File: src/rtl/text_to_int64_parser_macros.svh
// Assertion macros for the integer parser.
`ifndef TEXT_TO_INT64_PARSER_MACROS_SVH
`define TEXT_TO_INT64_PARSER_MACROS_SVH

`ifndef SYNTH
`define T2I_ASSERT_ALWAYS(lbl, cond) \
  lbl: assert property (@(posedge clk) disable iff (rst) (cond)) \
    else $error("t2i: invariant violated");
`define T2I_ASSERT_IMPLIES(lbl, ante, cons) \
  lbl: assert property (@(posedge clk) disable iff (rst) (ante) |-> (cons)) \
    else $error("t2i: implication violated");
`else
`define T2I_ASSERT_ALWAYS(lbl, cond)
`define T2I_ASSERT_IMPLIES(lbl, ante, cons)
`endif

`endif

File: src/rtl/t2i_pkg.sv
package t2i_pkg;

  localparam int POS_BITS    = 16;
  localparam int QUEUE_DEPTH = 4;
  localparam int QUEUE_AW    = $clog2(QUEUE_DEPTH);

  localparam logic [5:0] RADIX_RESET = 6'd10;
  localparam logic [5:0] MAX_RADIX   = 6'd36;

  localparam logic REG_RADIX = 1'b0;

  localparam logic [1:0] ST_OK        = 2'd0;
  localparam logic [1:0] ST_NO_DIGITS = 2'd1;
  localparam logic [1:0] ST_RANGE     = 2'd2;
  localparam logic [1:0] ST_BAD_BASE  = 2'd3;

  localparam logic [63:0] INT64_MAX_U = 64'h7fff_ffff_ffff_ffff;
  localparam logic [63:0] INT64_MIN_U = 64'h8000_0000_0000_0000;

  typedef struct packed {
    logic       first;
    logic       space;
    logic       sign;
    logic       minus;
    logic       zero;
    logic       ex;
    logic       dig_ok;
    logic [5:0] digit;
  } char_class_t;

  typedef struct packed {
    logic                full;
    logic                nonempty;
    logic [QUEUE_AW:0]   level;
  } q_status_t;

  function automatic logic [POS_BITS-1:0] sat_inc(input logic [POS_BITS-1:0] v);
    logic [POS_BITS-1:0] r;
    r = (&v) ? v : v + 1'b1;
    return r;
  endfunction

endpackage

File: src/rtl/t2i_front.sv
module t2i_front (
  input  logic                 in_valid,
  input  logic [7:0]           ch,
  input  logic                 first_char,
  output logic                 in_stall,
  input  t2i_pkg::q_status_t   q_status,
  output logic                 push,
  output t2i_pkg::char_class_t cls
);

  assign in_stall = q_status.full;
  assign push     = in_valid && !q_status.full;

  always_comb begin
    cls        = '0;
    cls.first  = first_char;
    cls.space  = (ch == 8'h20) || (ch >= 8'd9 && ch <= 8'd13);
    cls.sign   = (ch == 8'h2b) || (ch == 8'h2d);
    cls.minus  = (ch == 8'h2d);
    cls.zero   = (ch == 8'h30);
    cls.ex     = (ch == 8'h78) || (ch == 8'h58);
    if (ch >= 8'h30 && ch <= 8'h39) begin
      cls.dig_ok = 1'b1;
      cls.digit  = 6'(ch - 8'h30);
    end else if (ch >= 8'h61 && ch <= 8'h7a) begin
      cls.dig_ok = 1'b1;
      cls.digit  = 6'(ch - 8'h61 + 8'd10);
    end else if (ch >= 8'h41 && ch <= 8'h5a) begin
      cls.dig_ok = 1'b1;
      cls.digit  = 6'(ch - 8'h41 + 8'd10);
    end
  end

endmodule

File: src/rtl/t2i_queue.sv
module t2i_queue (
  input  logic                 clk,
  input  logic                 rst,
  input  logic                 push,
  input  t2i_pkg::char_class_t wr_data,
  input  logic                 pop,
  output t2i_pkg::char_class_t rd_data,
  output t2i_pkg::q_status_t   q_status
);

  t2i_pkg::char_class_t             mem [t2i_pkg::QUEUE_DEPTH];
  logic [t2i_pkg::QUEUE_AW-1:0]     wr_ptr;
  logic [t2i_pkg::QUEUE_AW-1:0]     rd_ptr;
  logic [t2i_pkg::QUEUE_AW:0]       count;

  assign rd_data           = mem[rd_ptr];
  assign q_status.full     = (count == (t2i_pkg::QUEUE_AW+1)'(t2i_pkg::QUEUE_DEPTH));
  assign q_status.nonempty = (count != '0);
  assign q_status.level    = count;

  always_ff @(posedge clk) begin
    if (push) begin
      mem[wr_ptr] <= wr_data;
    end
  end

  always_ff @(posedge clk) begin
    if (rst) begin
      wr_ptr <= '0;
      rd_ptr <= '0;
      count  <= '0;
    end else begin
      if (push) begin
        wr_ptr <= wr_ptr + 1'b1;
      end
      if (pop) begin
        rd_ptr <= rd_ptr + 1'b1;
      end
      if (push && !pop) begin
        count <= count + 1'b1;
      end else if (pop && !push) begin
        count <= count - 1'b1;
      end
    end
  end

endmodule

File: src/rtl/t2i_back.sv
module t2i_back (
  input  logic                 clk,
  input  logic                 rst,
  input  logic [5:0]           radix,
  input  logic                 q_valid,
  input  t2i_pkg::char_class_t q_data,
  output logic                 pop,
  output logic                 out_valid,
  input  logic                 out_stall,
  output logic signed [63:0]   value,
  output logic [1:0]           status,
  output logic [15:0]          consumed
);

  localparam logic [2:0] PH_IDLE   = 3'd0;
  localparam logic [2:0] PH_SPACE  = 3'd1;
  localparam logic [2:0] PH_SIGNED = 3'd2;
  localparam logic [2:0] PH_ZERO   = 3'd3;
  localparam logic [2:0] PH_XSEEN  = 3'd4;
  localparam logic [2:0] PH_DIGITS = 3'd5;

  logic [2:0]                    phase;
  logic                          is_negative;
  logic [63:0]                   accumulator;
  logic                          overflowed;
  logic [5:0]                    active_base;
  logic [t2i_pkg::POS_BITS-1:0]  position;
  logic [t2i_pkg::POS_BITS-1:0]  zero_position;
  logic                          digits_seen;

  logic [2:0]                    e_phase, phase_next;
  logic                          e_neg, is_negative_next;
  logic [63:0]                   e_acc, accumulator_next;
  logic                          e_ovf, overflowed_next;
  logic [5:0]                    e_base, active_base_next;
  logic [t2i_pkg::POS_BITS-1:0]  e_pos, position_next;
  logic [t2i_pkg::POS_BITS-1:0]  e_zpos, zero_position_next;
  logic                          e_seen, digits_seen_next;

  logic                          start, take, emit;
  logic [5:0]                    tb;
  logic [69:0]                   prod;
  logic [63:0]                   limit;
  logic [63:0]                   r_value;
  logic [1:0]                    r_status;
  logic [t2i_pkg::POS_BITS-1:0]  r_count;

  assign pop = q_valid && (!out_valid || !out_stall);

  always_comb begin
    e_phase = phase;
    e_neg   = is_negative;
    e_acc   = accumulator;
    e_ovf   = overflowed;
    e_base  = active_base;
    e_pos   = position;
    e_zpos  = zero_position;
    e_seen  = digits_seen;
    emit     = 1'b0;
    r_value  = '0;
    r_status = t2i_pkg::ST_OK;
    r_count  = '0;
    start    = 1'b0;
    take     = 1'b0;
    tb       = 6'd10;
    prod     = '0;
    limit    = t2i_pkg::INT64_MAX_U;

    if (q_data.first) begin
      e_neg  = 1'b0;
      e_acc  = '0;
      e_ovf  = 1'b0;
      e_pos  = '0;
      e_zpos = '0;
      e_seen = 1'b0;
      e_base = radix;
      if (radix == 6'd1 || radix > t2i_pkg::MAX_RADIX) begin
        e_base   = '0;
        emit     = 1'b1;
        r_status = t2i_pkg::ST_BAD_BASE;
        e_phase  = PH_IDLE;
      end else begin
        e_phase = PH_SPACE;
      end
    end

    phase_next         = e_phase;
    is_negative_next   = e_neg;
    accumulator_next   = e_acc;
    overflowed_next    = e_ovf;
    active_base_next   = e_base;
    position_next      = e_pos;
    zero_position_next = e_zpos;
    digits_seen_next   = e_seen;

    unique case (e_phase)
      PH_SPACE: begin
        if (q_data.space) begin
          position_next = t2i_pkg::sat_inc(e_pos);
        end else if (q_data.sign) begin
          is_negative_next = q_data.minus;
          position_next    = t2i_pkg::sat_inc(e_pos);
          phase_next       = PH_SIGNED;
        end else begin
          start = 1'b1;
        end
      end
      PH_SIGNED: begin
        start = 1'b1;
      end
      PH_ZERO: begin
        if (q_data.ex) begin
          position_next = t2i_pkg::sat_inc(e_pos);
          phase_next    = PH_XSEEN;
        end else begin
          if (e_base == '0) begin
            active_base_next = 6'd8;
          end
          phase_next = PH_DIGITS;
          take       = 1'b1;
        end
      end
      PH_XSEEN: begin
        if (q_data.dig_ok && q_data.digit < 6'd16) begin
          active_base_next = 6'd16;
          accumulator_next = '0;
          phase_next       = PH_DIGITS;
          take             = 1'b1;
        end else begin
          emit       = 1'b1;
          r_count    = t2i_pkg::sat_inc(e_zpos);
          phase_next = PH_IDLE;
        end
      end
      PH_DIGITS: begin
        take = 1'b1;
      end
      default: begin
      end
    endcase

    if (start) begin
      if (q_data.zero && (e_base == '0 || e_base == 6'd16)) begin
        zero_position_next = e_pos;
        digits_seen_next   = 1'b1;
        accumulator_next   = '0;
        position_next      = t2i_pkg::sat_inc(e_pos);
        phase_next         = PH_ZERO;
      end else begin
        if (e_base == '0) begin
          active_base_next = 6'd10;
        end
        phase_next = PH_DIGITS;
        take       = 1'b1;
      end
    end

    if (take) begin
      tb = (active_base_next < 6'd2 || active_base_next > t2i_pkg::MAX_RADIX) ?
           6'd10 : active_base_next;
      limit = is_negative_next ? t2i_pkg::INT64_MIN_U : t2i_pkg::INT64_MAX_U;
      prod  = 70'(accumulator_next) * 70'(tb) + 70'(q_data.digit);
      if (q_data.dig_ok && q_data.digit < tb) begin
        if (prod > 70'(limit)) begin
          overflowed_next = 1'b1;
        end else begin
          accumulator_next = prod[63:0];
        end
        digits_seen_next = 1'b1;
        position_next    = t2i_pkg::sat_inc(e_pos);
      end else begin
        emit       = 1'b1;
        phase_next = PH_IDLE;
        if (!e_seen) begin
          r_status = t2i_pkg::ST_NO_DIGITS;
        end else if (e_ovf) begin
          r_value  = limit;
          r_status = t2i_pkg::ST_RANGE;
          r_count  = e_pos;
        end else begin
          r_value  = is_negative_next ? 64'd0 - accumulator_next : accumulator_next;
          r_count  = e_pos;
        end
      end
    end
  end

  always_ff @(posedge clk) begin
    if (rst) begin
      phase         <= PH_IDLE;
      is_negative   <= 1'b0;
      accumulator   <= '0;
      overflowed    <= 1'b0;
      active_base   <= '0;
      position      <= '0;
      zero_position <= '0;
      digits_seen   <= 1'b0;
    end else if (pop) begin
      phase         <= phase_next;
      is_negative   <= is_negative_next;
      accumulator   <= accumulator_next;
      overflowed    <= overflowed_next;
      active_base   <= active_base_next;
      position      <= position_next;
      zero_position <= zero_position_next;
      digits_seen   <= digits_seen_next;
    end
  end

  always_ff @(posedge clk) begin
    if (rst) begin
      out_valid <= 1'b0;
    end else if (pop && emit) begin
      out_valid <= 1'b1;
    end else if (!out_stall) begin
      out_valid <= 1'b0;
    end
  end

  always_ff @(posedge clk) begin
    if (pop && emit) begin
      value    <= r_value;
      status   <= r_status;
      consumed <= 16'(r_count);
    end
  end

endmodule

File: src/rtl/text_to_int64_parser.sv
// Streaming text to signed 64-bit integer parser.
// Input channel (in_valid/in_stall): one character per transaction in ch;
// first_char marks the first character of a new text and restarts the parse.
// Output channel (out_valid/out_stall): one transaction per finished parse
// with value, status (ok, no digits, out of range, invalid base) and consumed.
// Radix register at APB address 0, reset value 10; latched at text start.
// Throughput: one character per cycle while the output is not stalled;
// characters that reach the digit phase take one pass through the digit
// unit (a 64x6 multiply-add and overflow compare). The terminating
// character is classified into a 4-entry queue, then executed into the
// output register that drives out_valid.
// Reset: the queue empties, the parser goes idle (characters before a text
// start are dropped) and radix returns to 10.
// Stall: the output register holds its transaction; the execute stage halts,
// the queue fills and in_stall rises once all four entries are used.
`include "text_to_int64_parser_macros.svh"

module text_to_int64_parser (
  input  logic               clk,
  input  logic               rst,
  input  logic               psel,
  input  logic               penable,
  input  logic               pwrite,
  input  logic [2:0]         paddr,
  input  logic [31:0]        pwdata,
  output logic [31:0]        prdata,
  output logic               pready,
  input  logic               in_valid,
  output logic               in_stall,
  input  logic [7:0]         ch,
  input  logic               first_char,
  output logic               out_valid,
  input  logic               out_stall,
  output logic signed [63:0] value,
  output logic [1:0]         status,
  output logic [15:0]        consumed
);

  logic [5:0]           radix;
  logic                 push;
  logic                 pop;
  t2i_pkg::char_class_t cls;
  t2i_pkg::char_class_t q_data;
  t2i_pkg::q_status_t   q_status;

  assign pready = 1'b1;
  assign prdata = (paddr[2] == t2i_pkg::REG_RADIX) ? 32'(radix) : '0;

  always_ff @(posedge clk) begin
    if (rst) begin
      radix <= t2i_pkg::RADIX_RESET;
    end else if (psel && penable && pwrite && paddr[2] == t2i_pkg::REG_RADIX) begin
      radix <= pwdata[5:0];
    end
  end

  t2i_front u_front (
    .in_valid   (in_valid),
    .ch         (ch),
    .first_char (first_char),
    .in_stall   (in_stall),
    .q_status   (q_status),
    .push       (push),
    .cls        (cls)
  );

  t2i_queue u_queue (
    .clk      (clk),
    .rst      (rst),
    .push     (push),
    .wr_data  (cls),
    .pop      (pop),
    .rd_data  (q_data),
    .q_status (q_status)
  );

  t2i_back u_back (
    .clk       (clk),
    .rst       (rst),
    .radix     (radix),
    .q_valid   (q_status.nonempty),
    .q_data    (q_data),
    .pop       (pop),
    .out_valid (out_valid),
    .out_stall (out_stall),
    .value     (value),
    .status    (status),
    .consumed  (consumed)
  );

  `T2I_ASSERT_ALWAYS(a_queue_bound, q_status.level <= (t2i_pkg::QUEUE_AW+1)'(t2i_pkg::QUEUE_DEPTH))
  `T2I_ASSERT_IMPLIES(a_pop_nonempty, pop, q_status.nonempty)
  `T2I_ASSERT_IMPLIES(a_bad_base_empty, out_valid && status == t2i_pkg::ST_BAD_BASE, value == '0 && consumed == '0)
  `T2I_ASSERT_IMPLIES(a_no_digits_empty, out_valid && status == t2i_pkg::ST_NO_DIGITS, value == '0 && consumed == '0)

endmodule

File: config.mk
export PLATFORM = sky130hd
export DESIGN_NAME = text_to_int64_parser
export DESIGN_NICKNAME = d
export VERILOG_FILES = /design/src/rtl/t2i_pkg.sv /design/src/rtl/t2i_front.sv /design/src/rtl/t2i_queue.sv /design/src/rtl/t2i_back.sv /design/src/rtl/text_to_int64_parser.sv
export VERILOG_INCLUDE_DIRS = /design/src /design/src/rtl
export SDC_FILE = /design/constraint.sdc
export NUM_CORES = 2
export LEC_CHECK = 0
export BUFFER_PORTS_ARGS = -buffer_cell sky130_fd_sc_hd__buf_2
export CORE_AREA = 8 8 258 446
export CTS_CLUSTER_DIAMETER = 80
export DETAILED_ROUTE_END_ITERATION = 12
export DIE_AREA = 0 0 266 454
export MAX_ROUTING_LAYER = met4
export SLEW_MARGIN = 20
export SYNTH_ARGS = -nofsm -noshare
export SYNTH_HDL_FRONTEND = slang
export SYNTH_SLANG_ARGS = --single-unit
File: constraint.sdc
create_clock -name clk -period 9.8 [get_ports clk]
set_clock_uncertainty 0.15 [all_clocks]
set_input_delay 1.96 -clock clk [delete_from_list [all_inputs] [get_ports clk]]
set_output_delay 1.96 -clock clk [all_outputs]
set_load 0.005 [all_outputs]
* Word-level counts from Yosys, hierarchy flattened *
Memory sizes are Yosys's and may differ from the RTL's. A register that Yosys moved wholly into a read port is not among the register bits.
Index checks and enable logic that the tools add are counted.

storage, ports and cells
  register bits = 204
  output and inout port bits = 117
  memories kept = 1
  input port bits = 51
  RAM bits = 52

cells by class
  reduce and logical (&&, ||, !) cells = 33
  $lt $le $gt $ge = 14
  multipliers = 1
  multiplexer cells = 96
  eq/ne operators = 15
  add/sub/neg operators = 13
  bitwise logic cells = 3

memory list
  name         depth  bits a word  read ports  clocked after memory_dff  write ports  line             RTL
  u_queue.mem  4      13           1           1                         1            t2i_queue.sv:11  t2i_pkg::char_class_t mem [t2i_pkg::QUEUE_DEPTH];

operator list
  operator                 count
  $mux W64                 11
  $mux W16                 18
  $add A70 B6 Y70          1
  $gt A70 B64 Y1           1
  $mul A64 B6 Y70          1
  $sub A1 B64 Y64 const A  1
  $mux W6                  10
  $add A16 B1 Y16 const B  2
  $eq A8 B6 Y1 const B     4
  $pmux W16 S2             1
  $reduce_and A16 Y1       2
  $mux W1                  31
  $mux W3                  10
  $mux W7                  3
  $eq A8 B7 Y1 const B     2
  $ge A8 B7 Y1 const B     2
  $le A8 B7 Y1 const B     2
  $mux W2                  8
  $logic_and A1 B1 Y1      15
  $add A6 B4 Y6 const B    2
  $gt A6 B6 Y1 const B     2
  $pmux W6 S2              1
  $sub A6 B6 Y6 const B    2
  $eq A3 B3 Y1 const B     3
  other kinds (26)         40

* Logic depth before layout (Yosys ltp) *
  depth after elaboration = 20
  mapped depth = 46

* Cells and area by module *
Synthesis repeated with hierarchy kept, for this count alone.

second synthesis, totals
  cell total of the unflattened synthesis = 3332
  area total of the unflattened synthesis = 28543.6 µm²

modules (own cells, without submodules)
  module                cells an instance  area an instance (µm²)  instances
  t2i_back              3090               25172.9                 1
  t2i_queue             111                2312.2                  1
  text_to_int64_parser  62                 533.0                   1
  t2i_front             69                 525.5                   1

* Least setup slack after synthesis *
No wires, ideal clock.

  path kind = reg2reg
  start = register (tool-made name)
  end = register u_back.accumulator[10]
  arrival = 9.915 ns
  slack = -0.385 ns
  cell stages (with the launch flop) = 42
  library setup time = 0.120 ns
  period minus slack after synthesis = 10.185 ns
  data required time = 9.530 ns
  buffers on the path = 10
  cells stage by stage = dfxtp_1 buf_6 mux4_2 buf_2 buf_1 nand4_1 a211oi_1 nor2_1 clkbuf_1 clkbuf_1 clkbuf_1 clkbuf_1 clkbuf_1 nand3_1 fa_1 fa_1 inv_1 fa_1 [... 6 more ...] or3_1 a311oi_1 o21a_1 a21o_1 a21oi_1 o311ai_0 ha_1 nand2_1 or4b_2 nor4_1 a21oi_1 o21ai_0 o2111a_1 nand4b_1 or2_1 buf_6 buf_6 mux2i_1

RTL lines
  element                 line             RTL
  end signal: assignment  t2i_back.sv:201  accumulator <= accumulator_next;
  end: declaration        t2i_back.sv:24   logic [63:0] accumulator;

==> results.json <==
{
  "synth_warnings": 0,
  "arrival_ns": 10.30,
  "drtPass1Iterations": 6,
  "tightest_slew_ns": 1.15,
  "synth-edff-count": 134,
  "status": "finished with violations",
  "synth.area.top_cells": "fa_1 17%, edfxtp_1 14%, ha_1 10%",
  "fin_tns_setup_ns": -5.42,
  "overflow": 0,
  "synth_compound_area_frac": 0.144,
  "crit_required_ns": 10.17,
  "die_h_um": 454,
  "vdd_drop_max_v": 0.000151,
  "track_usage": 0.181,
  "timing.slew.headroom": 0.227,
  "setup_viol": 64,
  "via_per_inst": 5.20,
  "hold_class": "reg -> reg",
  "core_area_um2": 109000,
  "synthArstFlopShare": 0,
  "via_count": 28300,
  "synth_mux_area_frac": 0.0390,
  "syn_to_final_growth_pct": 28.3,
  "portBuffers": 112,
  "drtAntennaViolNets": 0,
  "grt_start_max_net_pins": 77,
  "drt_wl_total_um": 110000,
  "initial_core_util": 0.268,
  "max-cap-violations": 0,
  "place_ws_ns": -0.967,
  "cts.sinks": 258,
  "yosysTopAreaCellShare": 0.174,
  "grt_first_pass_wirelength_um": 167000,
  "routabilityCongestion": 0.970,
  "grt_pass1_vias": 29600,
  "drt_iter0_markers": 2043,
  "synth-seq-cells": 258,
  "end_kind": "flop",
  "insertion_delay_ns": 0.63,
  "synth_cell_types": 83,
  "max_freq_mhz": 101,
  "syn_area_um2": 29100,
  "nets": 4498,
  "io_pins": 168,
  "ctsHoldBuffers": 0,
  "leakagePower_uw": 0.0169,
  "synth-simple-area-share": 0.221,
  "path_max_fanout": 15,
  "rsz0062_at_grt": "true",
  "clkTransAtPathRegs_ns": 0.07,
  "p_per_area_nw_per_um2": 146,
  "synthXorXnorAreaFrac": 0.0298,
  "wl_per_cell_um": 20.2,
  "drive_above_1_share": 0.238,
  "num_rows": 160,
  "layout.cells.non_filler": 5445,
  "dieArea_um2": 121000,
  "design_area_um2": 37300,
  "path_common_cell": "buf_6",
  "fin_crit_sh": 1.01,
  "placed_cells": 5341,
  "antenna_found_initial": 1,
  "cp-start-kind": "flop",
  "ys_seq_area_frac": 0.224,
  "die_x_um": 266,
  "finalHoldViolations": 0,
  "clockBufferDepth": 3,
  "slowest_delay_ns": 0.73,
  "crit_type": "reg -> reg",
  "place_area_um2": 34700,
  "cpMaxStageDelayCell": "mux4_1",
  "synth_ff_type": "edfxtp_1",
  "drv_slew": 0,
  "hpwlAfterDp_um": 85400,
  "drc": 0,
  "synth_top_family_by_area": "adder cells",
  "violations": "setup timing",
  "setup_slack_ns": -0.136,
  "cts_tree": "built",
  "synth_fa_ha_area_frac": 0.275,
  "avgSynthCellArea_um2": 8.41,
  "post-layout-total-power_uw": 5430,
  "cts_buffers": 31,
  "cts-htree-levels": 1,
  "period_needed_ns": 9.94,
  "synth_cells": 3458,
  "synth_top_area_cell": "fa_1",
  "clockRootBuffer": "clkbuf_16"
}
==> state kept, by name (all words and copies together) (netlist names), 6 cells and up, named ones only <==
name	cells
u_back.active_base	6
u_queue.mem	52
u_back.accumulator	64
u_back.consumed	16
u_back.value	64
radix	6
u_back.zero_position	16
u_back.position	16
==> Yosys cell counts (7+ instances only) <==
master	n
nor2_1	416
nand2_1	370
fa_1	253
a21oi_1	233
ha_1	233
inv_1	211
clkbuf_1	204
o21ai_0	176
nand3_1	153
edfxtp_1	134
dfxtp_1	124
mux2i_1	83
nand2b_1	80
nor3_1	63
and3_1	57
xnor2_1	55
nand4_1	49
xor2_1	44
a21o_1	31
a31oi_1	31
nor4_1	31
buf_4	29
nor2b_1	28
and2_1	26
a211oi_1	25
o21a_1	24
or3_1	23
a22oi_1	22
o31ai_1	22
o211ai_1	16
mux4_2	13
or4_1	13
buf_1	11
buf_6	9
o22ai_1	8
or2_2	8
nand3b_1	7
o211a_1	7
==> through the flow <==
| step | hold WS, ns | util |
|---|---|---|
| final | 0.336 | 0.344 |
| after detailed placement | 0.325 | 0.320 |
| after floorplan | 0.295 | - |
| after global placement | 0.316 | 0.320 |
| after CTS | 0.335 | 0.341 |
| after global routing | 0.374 | 0.344 |
==> path summary, 6_finish.rpt <==
path | startpoint | to | slack, ns | cells after the start
hold / removal | u_back.accumulator[62] | u_back.accumulator[62] | 0.34 | 2
setup reg to reg | flop | u_back.accumulator[61] | -0.14 | 41
setup / recovery | flop | u_back.accumulator[61] | -0.14 | 41
hold reg to reg | u_back.accumulator[62] | u_back.accumulator[62] | 0.34 | 2
==> layer usage <==
| layer | wire length (um) | up-vias | GRT usage |
|---|---|---|---|
| met5 | 0 | - | - |
| met4 | 10400 | 0 | 0.139 |
| met3 | 5060 | 434 | 0.0207 |
| met2 | 56200 | 1067 | 0.324 |
| met1 | 38300 | 13800 | 0.179 |
| li1 | - | 13000 | - |
==> power by group <==
| group | switching (uW) | internal, uW |
|---|---|---|
| logic | 1810 | 995 |
| registers | 75.4 | 1360 |
| clock network | 538 | 644 |
| total | 2430 | 3000 |
==> what timing repair did <==
action,in CTS,in global routing
setup endpoints to repair,65,65
resized for setup,170,30
cloned,4,3
pin swaps,119,31
setup buffers,30,10
==> layout by cell type (no fill, tap or decap), types with 13 or more instances in the layout <==
cell       count
a211oi_1      20
a21o_1        31
a21oi_1      211
a21oi_2       18
a22oi_1       20
a31oi_1       30
and2_1        24
and3_1        57
buf_12        15
buf_2        111
buf_4        548
buf_6         21
clkbuf_16     33
conb_1        27
dfxtp_1      123
edfxtp_1     134
fa_1         253
ha_1         202
ha_4          29
inv_1        208
mux2i_1       82
mux4_2        13
nand2_1      365
nand2b_1      79
nand3_1      148
nand4_1       49
nor2_1       386
nor2_2        24
nor2b_1       27
nor3_1        58
nor4_1        27
o211ai_1      16
o21a_1        23
o21ai_0      166
o31ai_1       22
or3_1         21
or4_1         13
xnor2_1       50
xor2_1        40
==> area by class of cell <==
type                    count  area, um^2
fillers                 11300       71200
multi-input cells        2754       21800
flip-flops and latches    258        6510
repair buffers            700        5350
well taps                1458        1820
inverters                 216         825
clock buffers              32         779
clock inverters            25         241
diodes                      2        5.00
==> critical path: cells and delay by family (launching register included) <==
kind / cells / cell delay [ns]
muxes: 2 / 0.84
and+or+nand+nor: 8 / 1.32
adders and majority gates: 6 / 2.23
DFF: 1 / 0.35
buffers and inverters: 10 / 1.59
AOI/OAI and AO/OA: 15 / 3.30
==> kinds of logic after synthesis <==
kind of cell               Yosys count
AOI/OAI and AO/OA                  680
DFF                                258
other                                2
adders and majority gates          486
and+or+nand+nor                   1364
muxes                               97
xor gates and xnor gates            99
buffers and inverters              472
No activity file was read; power rests on OpenSTA's default activity.
